**config.mk**
```make
export PLATFORM = sky130hd
export DESIGN_NAME = esic_front
export DESIGN_NICKNAME = d
export VERILOG_FILES = /design/src/hw/rtl/esic_pkg.sv /design/src/hw/rtl/esic_front.sv
export VERILOG_INCLUDE_DIRS = /design/src /design/src/hw/rtl
export SDC_FILE = /design/constraint.sdc
export NUM_CORES = 1
export LEC_CHECK = 0
export BUFFER_PORTS_ARGS = -buffer_cell sky130_fd_sc_hd__buf_2
export CAP_MARGIN = 20
export CORE_MARGIN = 4
export CORE_UTILIZATION = 47
export DETAILED_ROUTE_END_ITERATION = 8
export PLACE_DENSITY = 0.73
export SYNTH_ARGS = -nofsm -noshare
export SYNTH_HDL_FRONTEND = slang
export SYNTH_SLANG_ARGS = --single-unit
```
**constraint.sdc**
```tcl
create_clock -name clock -period 3.9 [get_ports clock]
set_input_delay 0.78 -clock clock [delete_from_list [all_inputs] [get_ports clock]]
set_output_delay 0.78 -clock clock [all_outputs]
set_load 0.005 [all_outputs]
```
**src/hw/rtl/assert_macros.svh**
```systemverilog
// assertion macros shared by the rtl modules
// no dependencies; compiled away when SYNTHESIS is defined
`ifndef ASSERT_MACROS_SVH
`define ASSERT_MACROS_SVH
`ifndef SYNTHESIS
// same-cycle implication
`define ASSERT_IMPL(lbl, clk, rst, ante, cons) \
   lbl: assert property (@(posedge clk) disable iff (rst) (ante) |-> (cons)) \
      else $error("assertion failed");
// next-cycle implication
`define ASSERT_NEXT(lbl, clk, rst, ante, cons) \
   lbl: assert property (@(posedge clk) disable iff (rst) (ante) |=> (cons)) \
      else $error("assertion failed");
`else
`define ASSERT_IMPL(lbl, clk, rst, ante, cons)
`define ASSERT_NEXT(lbl, clk, rst, ante, cons)
`endif
`endif

```
**src/hw/rtl/esic_pkg.sv**
```systemverilog
// types, constants and helper functions of the sensor compensation block
// no dependencies
package esic_pkg;

   localparam logic [2:0] CSR_TEMP_CALIB = 3'd0;
   localparam logic [2:0] CSR_PRESS_LO   = 3'd1;
   localparam logic [2:0] CSR_PRESS_HI   = 3'd2;
   localparam logic [2:0] CSR_MIXED      = 3'd3;
   localparam logic [2:0] CSR_HUM_CALIB  = 3'd4;
   localparam logic [2:0] CSR_HAS_HUM    = 3'd5;

   localparam logic [63:0] PRESS_TF_OFFSET = 64'd128000;
   localparam logic [63:0] PRESS_ADC_BASE  = 64'd1048576;
   localparam logic [63:0] PRESS_SCALE     = 64'd3125;
   localparam logic [31:0] HUM_TF_OFFSET   = 32'd76800;
   localparam logic [31:0] HUM_MAX_RAW     = 32'd419430400;
   localparam logic [31:0] HUM_ADD_A       = 32'd2097152;
   localparam logic [31:0] HUM_ROUND_A     = 32'd16384;
   localparam logic [31:0] HUM_ADD_B       = 32'd32768;
   localparam logic [31:0] HUM_ROUND_B     = 32'd8192;
   localparam logic [16:0] HUM_MAX_OUT     = 17'd102400;

   typedef struct packed {
      logic [47:0] temp;
      logic [63:0] press_lo;
      logic [63:0] press_hi;
      logic [47:0] mixed;
      logic [39:0] hum;
      logic        has_hum;
   } calib_type;

   typedef struct packed {
      logic [15:0] adc_hum;
      logic [19:0] adc_press;
      logic [19:0] adc_temp;
   } item_type;

   typedef struct packed {
      logic        start;
      logic [63:0] num;
      logic [63:0] den;
   } div_req_type;

   typedef struct packed {
      logic        done;
      logic [63:0] quo;
   } div_rsp_type;

   typedef enum logic [2:0] {
      ST_IDLE, ST_LOAD, ST_MUL, ST_DIV, ST_OUT
   } state_type;

   typedef enum logic [4:0] {
      S_T_V1, S_T_BB, S_T_FINE,
      S_P_XX, S_P_W2A, S_P_W2B, S_P_W1A, S_P_W1B, S_P_W1C, S_P_NUM,
      S_P_E1A, S_P_E1B, S_P_E2,
      S_H_U, S_H_A, S_H_B, S_H_W1, S_H_W2, S_H_V, S_H_M, S_H_FIN
   } step_type;

   function automatic logic [63:0] sx16(logic [15:0] v);
      return {{48{v[15]}}, v};
   endfunction

   function automatic logic [63:0] sx32(logic [31:0] v);
      return {{32{v[31]}}, v};
   endfunction

   function automatic logic [31:0] asr32(logic [31:0] v, int unsigned s);
      return 32'($signed(v) >>> s);
   endfunction

   function automatic logic [63:0] asr64(logic [63:0] v, int unsigned s);
      return 64'($signed(v) >>> s);
   endfunction

endpackage

```
**src/hw/rtl/esic_front.sv**
```systemverilog
// front end: accepts request beats into a two-entry queue
// depends on esic_pkg
module esic_front (
   input  logic              clock,
   input  logic              reset,
   input  logic              req_tvalid,
   output logic              req_tready,
   input  logic [55:0]       req_tdata,
   output logic              q_valid,
   input  logic              q_pop,
   output esic_pkg::item_type q_item
);
   import esic_pkg::*;

   item_type   slot_ff [2];
   logic       wr_ptr_ff, wr_ptr_in;
   logic       rd_ptr_ff, rd_ptr_in;
   logic [1:0] count_ff, count_in;
   logic       push, pop;

   assign req_tready = (count_ff != 2'd2);
   assign q_valid    = (count_ff != 2'd0);
   assign q_item     = slot_ff[rd_ptr_ff];
   assign push       = req_tvalid && req_tready;
   assign pop        = q_pop && q_valid;

   always_comb begin
      wr_ptr_in = push ? ~wr_ptr_ff : wr_ptr_ff;
      rd_ptr_in = pop ? ~rd_ptr_ff : rd_ptr_ff;
      count_in  = count_ff + 2'(push) - 2'(pop);
   end

   always_ff @(posedge clock) begin
      if (reset) begin
         wr_ptr_ff <= 1'b0;
         rd_ptr_ff <= 1'b0;
         count_ff  <= 2'd0;
      end else begin
         wr_ptr_ff <= wr_ptr_in;
         rd_ptr_ff <= rd_ptr_in;
         count_ff  <= count_in;
      end
   end

   always_ff @(posedge clock) begin
      if (push) begin
         slot_ff[wr_ptr_ff] <= item_type'(req_tdata);
      end
   end

`include "assert_macros.svh"
   `ASSERT_IMPL(a_count_max, clock, reset, 1'b1, count_ff <= 2'd2)
   `ASSERT_IMPL(a_ptr_gap, clock, reset, count_ff == 2'd0 || count_ff == 2'd2, wr_ptr_ff == rd_ptr_ff)
   `ASSERT_NEXT(a_push_only, clock, reset, push && !pop, count_ff == $past(count_ff) + 2'd1)
endmodule

```
==> qor.yml <==
status:
  outcome: "complete, no violations"
cts:
  hold_buffers: 0
  cts_buffers: 17
  cts_tree: "yes"
  path_clk_slew_ns: 0.06
  postCtsResizedCells: 0
  post_cts_buffers: 0
  htreeDepth: 4
  clockBufferDepth: 2
  insertion_delay_ns: 0.50
  clkSinkCount: 117
  cts-root-buf: "clkbuf_8"
routing:
  drt-wirelength-per-cell_um: 16.1
  drc: 0
  vias: 2228
  first_pass_iters: 4
  ant_nets: 0
  drt-total-wl_mm: 7.31
  avgViaCountPerCell: 4.90
  first_iter_violations: 59
yosys:
  synth_top_area_cell: "edfxtp_1"
  synth_compound_area_share_pct: 0.169
  yosys.cell_count.top_type: "edfxtp_1"
  synth.area.top_cells: "edfxtp_1 76%, mux2_4 14%, mux2_2 4.3%"
  yosysUniqueCellTypes: 17
  syn_inst: 198
  yosys.area_share.simple_pct: 1.27
  synth_top_area_share_pct: 75.8
  synth_common_cells: "112 x edfxtp_1, 40 x mux2_4, 17 x mux2_2"
  asyncSetResetFlopFracSynth_pct: 0
  ys_ff_latch: 117
  synth_edf_count: 112
  syn_nets: 260
  synth_top_family_by_area: "multiplexers"
  syn-mean-instance-area_um2: 22.4
  yosys_warnings: 0
  synth_top_flop_cell: "edfxtp_1"
  muxShareOfSynthArea_pct: 17.9
  yosys.area_share.adder_pct: 0.564
  syn_area_um2: 4440
  ys_seq_area_share_pct: 78.1
  synthXorXnorAreaFrac_pct: 0.592
floorplanning:
  dieArea_um2: 11100
  ios: 118
  num_rows: 35
  start_util_pct: 48.2
  die_h_um: 105
  die_x_um: 105
  core_um2: 9200
layout:
  fillers: 701
  area_growth_syn_to_layout_pct: 27.9
  post_route_cells_drive_above_1_share_pct: 60.5
  antennaDiodeCount: 0
  num-nets-final: 393
  seq_area_um2: 3470
  multi_input_area_um2: 916
grt:
  overflow: 0
  grt_use_total_pct: 14.3
  grt_pass1_vias: 2396
  grt_pass1_wl_mm: 11.8
  antenna_found_initial: 0
  grt_max_degree: 57
run:
  maxCapViolCount: 0
worst_setup_path:
  arrival_ns: 2.04
  worst-path-max-fanout: 56
  critPathCaptureType: "output pin"
  start_kind: "flop"
  critical_path_required_ns: 3.12
  worstSetupPathType: "flop to output pin"
timing:
  rsz0062_at_grt: "no"
  worst_slew_pin_slew_ns: 0.960
  setup_viol_count_final: 0
  layout_min_cycle_time_ns: 2.82
  fin_crit_sh_pct: 72.2
  fin_ws_ns: 1.08
  tns_ns: 0
  slew_headroom_pct: 36.0
  max_freq_ghz: 0.355
  hold_viol_final: 0
  worst_hold_slack_ns: 0.470
  drv_slew: 0
  finClkSkew_ns: 0.00796
placement:
  gp_congestion: 0.673
  place_ws_ns: 1.55
  hpwlAfterDp_mm: 4.74
  port_buffers: 117
power:
  vdd_drop_max_uv: 389
  p_leak_uw: 0.00224
  power.density_nw_per_um2: 676
min_path:
  hold_class: "primary input to flop"
area by class of cell:
type / instances / area share [%]
Tap cell: 111 / 2.45
Clock inverter: 10 / 1.90
Sequential cell: 117 / 61.1
Inverter: 1 / 0.0662
Timing Repair Buffer: 120 / 10.7
Clock buffer: 22 / 7.63
Multi-Input combinational cell: 74 / 16.1
power by group:
part           leakage (uW)  switching (uW)  internal, uW  total, uW
logic              0.000890             273           446        718
clock network      0.000260             495           900       1400
registers           0.00109             140          1580       1720
total               0.00224             907          2930       3840
cells in the final DEF (no fill, tap or decap), drive strengths merged:
cell type    n
buf        120
edfxtp     112
mux2        57
clkbuf      22
clkinv       6
nor2         5
dfxtp        5
nor2b        2
xnor2        2
ha           2
bufinv       2
clkinvlp     2
o21a         1
nand2b       1
nand2        1
or2          1
inv          1
and3         1
xor2         1
through the flow:
step                cell area, um2  cells  total power (uW)  util [%]
global placement              5130    423              2470      55.8
detailed placement            5130    423              2490      55.8
CTS                           5670    455              3900      61.7
floorplan                     4440    198              2210         -
global route                  5670    455              4040      61.7
finish                        5670    455              3840      61.7
final timing paths:
kind	slack, ns	cells after the start	end	from
setup / recovery	1.08	2	q_item[8]	flop
hold / removal	0.47	1	slot_ff[0][48]	req_tdata[48]
setup reg to reg	1.97	4	slot_ff[0][51]	count_ff[0]
hold reg to reg	0.52	2	flop	rd_ptr_ff
cells by family (layout without fill, tap and decap cells):
| kind of cell | after synthesis | count (layout) |
|---|---|---|
| multiplexers | 57 | 57 |
| adder cells (fa/ha/maj) | 2 | 2 |
| XOR/XNOR | 3 | 3 |
| buffers and inverters | 7 | 153 |
| AO/OA/AOI/OAI | 1 | 1 |
| AND/OR/NAND/NOR | 11 | 11 |
| flip-flops | 117 | 117 |
worst max-delay path, cell delays in order (launching register included):
cell,delay [ns]
dfxtp_4,0.98
mux2_2,0.41
buf_2,0.13
flip-flops by register name, indices dropped and copies added, names as in the netlist, named ones only:
name and count:
slot_ff 112, wr_ptr_ff 1, rd_ptr_ff 1, count_ff 2
per-layer routing:
metal / GRT usage (%) / vias to the layer above / part of all wire [%]
met5: 0 / - / 0
met4: 6.75 / 0 / 2.6
met3: 5.99 / 16 / 6.7
met2: 23.6 / 82 / 50
met1: 16.0 / 1078 / 41
li1: - / 1052 / -
Power figures use the tool's default switching activity.
