File: src/hw/rtl/assert_macros.svh
// assertion macros shared by the rtl modules
// no dependencies; compiled away when SYNTHESIS is defined
`ifndef ASSERT_MACROS_SVH
`define ASSERT_MACROS_SVH
`ifndef SYNTHESIS
// same-cycle implication
`define ASSERT_IMPL(lbl, clk, rst, ante, cons) \
   lbl: assert property (@(posedge clk) disable iff (rst) (ante) |-> (cons)) \
      else $error("assertion failed");
// next-cycle implication
`define ASSERT_NEXT(lbl, clk, rst, ante, cons) \
   lbl: assert property (@(posedge clk) disable iff (rst) (ante) |=> (cons)) \
      else $error("assertion failed");
`else
`define ASSERT_IMPL(lbl, clk, rst, ante, cons)
`define ASSERT_NEXT(lbl, clk, rst, ante, cons)
`endif
`endif

File: src/hw/rtl/esic_pkg.sv
// types, constants and helper functions of the sensor compensation block
// no dependencies
package esic_pkg;

   localparam logic [2:0] CSR_TEMP_CALIB = 3'd0;
   localparam logic [2:0] CSR_PRESS_LO   = 3'd1;
   localparam logic [2:0] CSR_PRESS_HI   = 3'd2;
   localparam logic [2:0] CSR_MIXED      = 3'd3;
   localparam logic [2:0] CSR_HUM_CALIB  = 3'd4;
   localparam logic [2:0] CSR_HAS_HUM    = 3'd5;

   localparam logic [63:0] PRESS_TF_OFFSET = 64'd128000;
   localparam logic [63:0] PRESS_ADC_BASE  = 64'd1048576;
   localparam logic [63:0] PRESS_SCALE     = 64'd3125;
   localparam logic [31:0] HUM_TF_OFFSET   = 32'd76800;
   localparam logic [31:0] HUM_MAX_RAW     = 32'd419430400;
   localparam logic [31:0] HUM_ADD_A       = 32'd2097152;
   localparam logic [31:0] HUM_ROUND_A     = 32'd16384;
   localparam logic [31:0] HUM_ADD_B       = 32'd32768;
   localparam logic [31:0] HUM_ROUND_B     = 32'd8192;
   localparam logic [16:0] HUM_MAX_OUT     = 17'd102400;

   typedef struct packed {
      logic [47:0] temp;
      logic [63:0] press_lo;
      logic [63:0] press_hi;
      logic [47:0] mixed;
      logic [39:0] hum;
      logic        has_hum;
   } calib_type;

   typedef struct packed {
      logic [15:0] adc_hum;
      logic [19:0] adc_press;
      logic [19:0] adc_temp;
   } item_type;

   typedef struct packed {
      logic        start;
      logic [63:0] num;
      logic [63:0] den;
   } div_req_type;

   typedef struct packed {
      logic        done;
      logic [63:0] quo;
   } div_rsp_type;

   typedef enum logic [2:0] {
      ST_IDLE, ST_LOAD, ST_MUL, ST_DIV, ST_OUT
   } state_type;

   typedef enum logic [4:0] {
      S_T_V1, S_T_BB, S_T_FINE,
      S_P_XX, S_P_W2A, S_P_W2B, S_P_W1A, S_P_W1B, S_P_W1C, S_P_NUM,
      S_P_E1A, S_P_E1B, S_P_E2,
      S_H_U, S_H_A, S_H_B, S_H_W1, S_H_W2, S_H_V, S_H_M, S_H_FIN
   } step_type;

   function automatic logic [63:0] sx16(logic [15:0] v);
      return {{48{v[15]}}, v};
   endfunction

   function automatic logic [63:0] sx32(logic [31:0] v);
      return {{32{v[31]}}, v};
   endfunction

   function automatic logic [31:0] asr32(logic [31:0] v, int unsigned s);
      return 32'($signed(v) >>> s);
   endfunction

   function automatic logic [63:0] asr64(logic [63:0] v, int unsigned s);
      return 64'($signed(v) >>> s);
   endfunction

endpackage

File: src/hw/rtl/esic_div.sv
// serial signed 64-bit divider, one quotient bit per cycle, truncates toward zero
// depends on esic_pkg
module esic_div (
   input  logic                  clock,
   input  logic                  reset,
   input  esic_pkg::div_req_type div_req,
   output esic_pkg::div_rsp_type div_rsp
);
   import esic_pkg::*;

   logic [63:0] rem_ff, rem_in;
   logic [63:0] quo_ff, quo_in;
   logic [63:0] den_ff, den_in;
   logic        neg_ff, neg_in;
   logic [6:0]  cnt_ff, cnt_in;
   logic        done_ff, done_in;
   logic [64:0] shifted;
   logic [64:0] diff;
   logic        fits;

   assign shifted = {rem_ff, quo_ff[63]};
   assign diff    = shifted - {1'b0, den_ff};
   assign fits    = !diff[64];

   always_comb begin
      rem_in  = rem_ff;
      quo_in  = quo_ff;
      den_in  = den_ff;
      neg_in  = neg_ff;
      cnt_in  = cnt_ff;
      done_in = 1'b0;
      if (div_req.start) begin
         rem_in = '0;
         quo_in = div_req.num[63] ? 64'd0 - div_req.num : div_req.num;
         den_in = div_req.den[63] ? 64'd0 - div_req.den : div_req.den;
         neg_in = div_req.num[63] ^ div_req.den[63];
         cnt_in = 7'd64;
      end else if (cnt_ff != 7'd0) begin
         rem_in = fits ? diff[63:0] : shifted[63:0];
         quo_in = {quo_ff[62:0], fits};
         cnt_in = cnt_ff - 7'd1;
         done_in = (cnt_ff == 7'd1);
      end
   end

   always_ff @(posedge clock) begin
      if (reset) begin
         cnt_ff  <= 7'd0;
         done_ff <= 1'b0;
      end else begin
         cnt_ff  <= cnt_in;
         done_ff <= done_in;
      end
   end

   always_ff @(posedge clock) begin
      rem_ff <= rem_in;
      quo_ff <= quo_in;
      den_ff <= den_in;
      neg_ff <= neg_in;
   end

   assign div_rsp.done = done_ff;
   assign div_rsp.quo  = neg_ff ? 64'd0 - quo_ff : quo_ff;

`include "assert_macros.svh"
   `ASSERT_IMPL(a_no_restart, clock, reset, div_req.start, cnt_ff == 7'd0)
   `ASSERT_NEXT(a_done_end, clock, reset, cnt_ff == 7'd1 && !div_req.start, done_ff)
   `ASSERT_IMPL(a_done_idle, clock, reset, done_ff, cnt_ff == 7'd0)
endmodule

File: config.mk
export PLATFORM = sky130hd
export DESIGN_NAME = esic_div
export DESIGN_NICKNAME = d
export VERILOG_FILES = /design/src/hw/rtl/esic_pkg.sv /design/src/hw/rtl/esic_div.sv
export VERILOG_INCLUDE_DIRS = /design/src /design/src/hw/rtl
export SDC_FILE = /design/constraint.sdc
export NUM_CORES = 1
export LEC_CHECK = 0
export BUFFER_PORTS_ARGS = -buffer_cell sky130_fd_sc_hd__buf_2
export CAP_MARGIN = 20
export CORE_MARGIN = 2
export CORE_UTILIZATION = 41
export DETAILED_ROUTE_END_ITERATION = 7
export SLEW_MARGIN = 40
export SYNTH_ARGS = -nofsm -noshare
export SYNTH_HDL_FRONTEND = slang
export SYNTH_SLANG_ARGS = --single-unit
export TNS_END_PERCENT = 50
File: constraint.sdc
create_clock -name clock -period 3.8 [get_ports clock]
set_input_delay 0.38 -clock clock [delete_from_list [all_inputs] [get_ports clock]]
set_output_delay 0.38 -clock clock [all_outputs]
set_load 0.05 [all_outputs]
==> impl_metrics.toml <==
[placed_design]
dp_hpwl_um = 35100
portBuffers = 195
placed_cells = 2650
gp_congestion = 0.921
dpl-instance-area_um2 = 18200
pre_cts_ws_ns = -0.476

[drt]
vias = 15100
drtAntennaViolNets = 0
drc = 0
via_per_inst = 5.59
drt_iter0_drc = 1024
avgRoutedWirePerCell_um = 17.1
drt_first_pass_iters = 7
wl_um = 46400

[floorplan]
die_area_um2 = 40400
core.rowCount = 72
floorplan.initialDensity_pct = 41.4
core_area_um2 = 38500
die_x_um = 201
die_h_um = 201
io_pins = 196

[cells_and_area]
fillers = 3780
fin_cells = 2710
drive_gt1_share_pct = 19.4
antenna_cells = 0
finalNetCount = 2376
area_delta_synth_final_pct = 22.0
final_util_pct = 50.5
finalInstanceArea_um2 = 19400

[clock_network]
clk_latency_ns = 0.52
htree_levels = 1
cts.sinks = 201
cts_tree = "done"
clkSlewWorstSetupHoldPaths_ns = 0.06
postCtsHoldBufs = 0
cts_root_buffer = "clkbuf_16"
ctsLongestPathBuffers = 3
numCtsBuffers = 24

[logic_synthesis]
postSynthCellCount = 1940
netlist_area_um2 = 15900
synthDistinctLibCells = 81
syn_nets = 2142
synth_edf_count = 129
yosysWarningCount = 0
synth_seq_area_share_pct = 33.4
avgSynthCellArea_um2 = 8.20
synthArstFlopShare_pct = 0
synth_flop_cell = "edfxtp_1"
synth_seq_cells = 201

[sta]
grt_setup_unrepaired = "yes"
finalHoldViolations = 0
max_freq_ghz = 0.226
worst_slew_pin_slew_ns = 0.881
holdWs_ns = 0.0725
period_share_pct = 116
min_period_ns = 4.42
finalClockSkew_ns = 0.0173
maxSlewHeadroom_pct = 41.2
maxSlewViolCount = 0
fin_ws_ns = -0.618
setup_viol = 28

[worst_hold_path]
hp-start = "reset"
hold_path_class = "in2reg"

[power]
leakage_nw = 7.72
ir_worst_vdd_v = 0.000340
p_per_area_nw_per_um2 = 679

[critical_path]
startpoint = "quo_ff[17]$_DFFE_PP_"
crit_arrival_ns = 4.04
cp_common_cell = "or4_4"
path_buf_inv = 1
worstPathMaxFanout = 5
worstSetupPathType = "reg2out"
crit_required_ns = 3.42
critPathMaxStageDelay_ns = 0.58
worstPathCellList = "or4_4 > nor4_4 > nand2b_1 > or3b_4 > or3_4 > or4_4 > or2_4 > o31ai_2 > xnor2_2 > buf_4"
r2r_start = "quo_ff[63]$_DFFE_PP_"
slowest_stage = "or4_4"
cp-start-kind = "register"
path_delay_family = "simple AND/OR/NAND/NOR gates"
crit_path_end_kind = "output pin"

[global_route]
grt-ovfl-total = 0
grt_first_pass_wirelength_um = 74700
grtUsageTotal_pct = 22.3
antenna_found_initial = 0
first_global_vias = 14300
grt_max_degree = 183

[status]
status = "complete, but fails checks"
violations = "setup timing"

[job]
cap_violations = 0
layout by cell type (no fill, tap or decap), drive strengths merged, types with 10 or more instances in the layout:
cell type  instances
buf              304
nand2            228
nor2             191
a21oi            171
xnor2            155
edfxtp           129
o21ai            127
inv              101
xor2              81
dfxtp             72
ha                70
o31ai             58
or3               46
clkbuf            45
a311oi            39
o41ai             33
or4               32
nor3              31
nand4             26
nand3             25
a21o              20
a211oi            18
nand2b            17
nor4              16
o21bai            14
or2               14
and3              10
o211ai            10
registers in the layout (all words and copies together) (netlist names):
name and cells:
cnt_ff 7, neg_ff 1, rem_ff 64, den_ff 64, quo_ff 64, done_ff 1
power by group:
group | total (mW) | switching (mW) | internal [mW] | leakage (nW)
clock | 2.30 | 0.907 | 1.39 | 0.393
sequential | 3.50 | 0.487 | 3.02 | 1.87
combinational | 7.38 | 4.71 | 2.66 | 5.46
worst paths after layout:
check | end | slack [ns] | depth (start not counted)
setup / recovery | div_rsp[52] | -0.62 | 10
hold / removal | cnt_ff[6]$_SDFFE_PP0P_ | 0.07 | 2
setup reg to reg | rem_ff[62]$_SDFFE_PP0P_ | 0.23 | 13
hold reg to reg | rem_ff[30]$_SDFFE_PP0P_ | 0.50 | 2
final cells by class:
class                           instances  area (um^2)  share of cell area (%)
Multi-Input combinational cell       1535        10200                    52.5
Inverter                              101          379                    1.95
Timing Repair Buffer                  311         2090                    10.8
Clock buffer                           38          734                    3.78
Tap cell                              518          648                    3.34
Clock inverter                          6         58.8                   0.303
Sequential cell                       201         5320                    27.4
cells by family (layout without fill, tap and decap cells):
| kind of cell | count (synthesis) | count (layout) | synth area share [%] |
|---|---|---|---|
| adders and majority gates | 71 | 71 | 5.63 |
| and+or+nand+nor | 665 | 666 | 20.0 |
| AOI/OAI and AO/OA | 556 | 556 | 22.7 |
| xor gates and xnor gates | 236 | 236 | 13.0 |
| buffers and inverters | 205 | 456 | 4.93 |
| DFF | 201 | 201 | 33.4 |
| muxes | 6 | 6 | 0.401 |
through the flow:
stage,setup TNS (ns),power (mW)
after floorplan,-1.17,8.61
after global placement,-3.91,10.5
after detailed placement,-4.98,10.6
after CTS,-12.57,13.1
after global routing,-14.25,14.1
final,-9.89,13.2
per-layer routing:
metal	routed length [um]	track usage, %	vias up
met5	0	0	-
met4	730	4.15	0
met3	2410	2.27	46
met2	21000	36.4	427
met1	22300	32.1	7140
li1	-	-	7523
synthesized netlist by cell type (6+ instances only):
| cell type | n | area (um^2) |
|---|---|---|
| nor3_1 | 31 | 155 |
| nor4_1 | 14 | 87.6 |
| a21oi_1 | 171 | 856 |
| or4_1 | 28 | 210 |
| or3_1 | 41 | 257 |
| nor2_1 | 191 | 717 |
| o21bai_1 | 14 | 105 |
| a21boi_0 | 6 | 45.0 |
| dfxtp_1 | 72 | 1440 |
| or2_2 | 12 | 75.1 |
| clkbuf_1 | 94 | 353 |
| edfxtp_1 | 129 | 3870 |
| a211oi_1 | 18 | 135 |
| o21ai_0 | 126 | 631 |
| nor2b_1 | 6 | 37.5 |
| nand2_1 | 228 | 856 |
| o31ai_1 | 58 | 435 |
| o21a_1 | 7 | 52.6 |
| a31oi_1 | 9 | 56.3 |
| ha_1 | 70 | 876 |
| buf_1 | 7 | 26.3 |
| o211ai_1 | 10 | 75.1 |
| nand4_1 | 26 | 163 |
| xnor2_1 | 155 | 1360 |
| a21o_1 | 20 | 150 |
| o41ai_1 | 31 | 272 |
| nand3_1 | 25 | 125 |
| and3_1 | 10 | 62.6 |
| inv_1 | 101 | 379 |
| and2_1 | 6 | 37.5 |
| xor2_1 | 81 | 709 |
| nand2b_1 | 16 | 100 |
| a311oi_1 | 39 | 342 |
repair_timing:
action | in CTS | in global routing
setup buffers | 17 | 6
endpoints found under the setup margin | 35 | 75
resized for setup | 52 | 49
hold endpoints to repair | 0 | 0
pin swaps | 17 | 14
gates cloned | 1 | 1
Note: power is estimated with default switching activity, not from simulation.
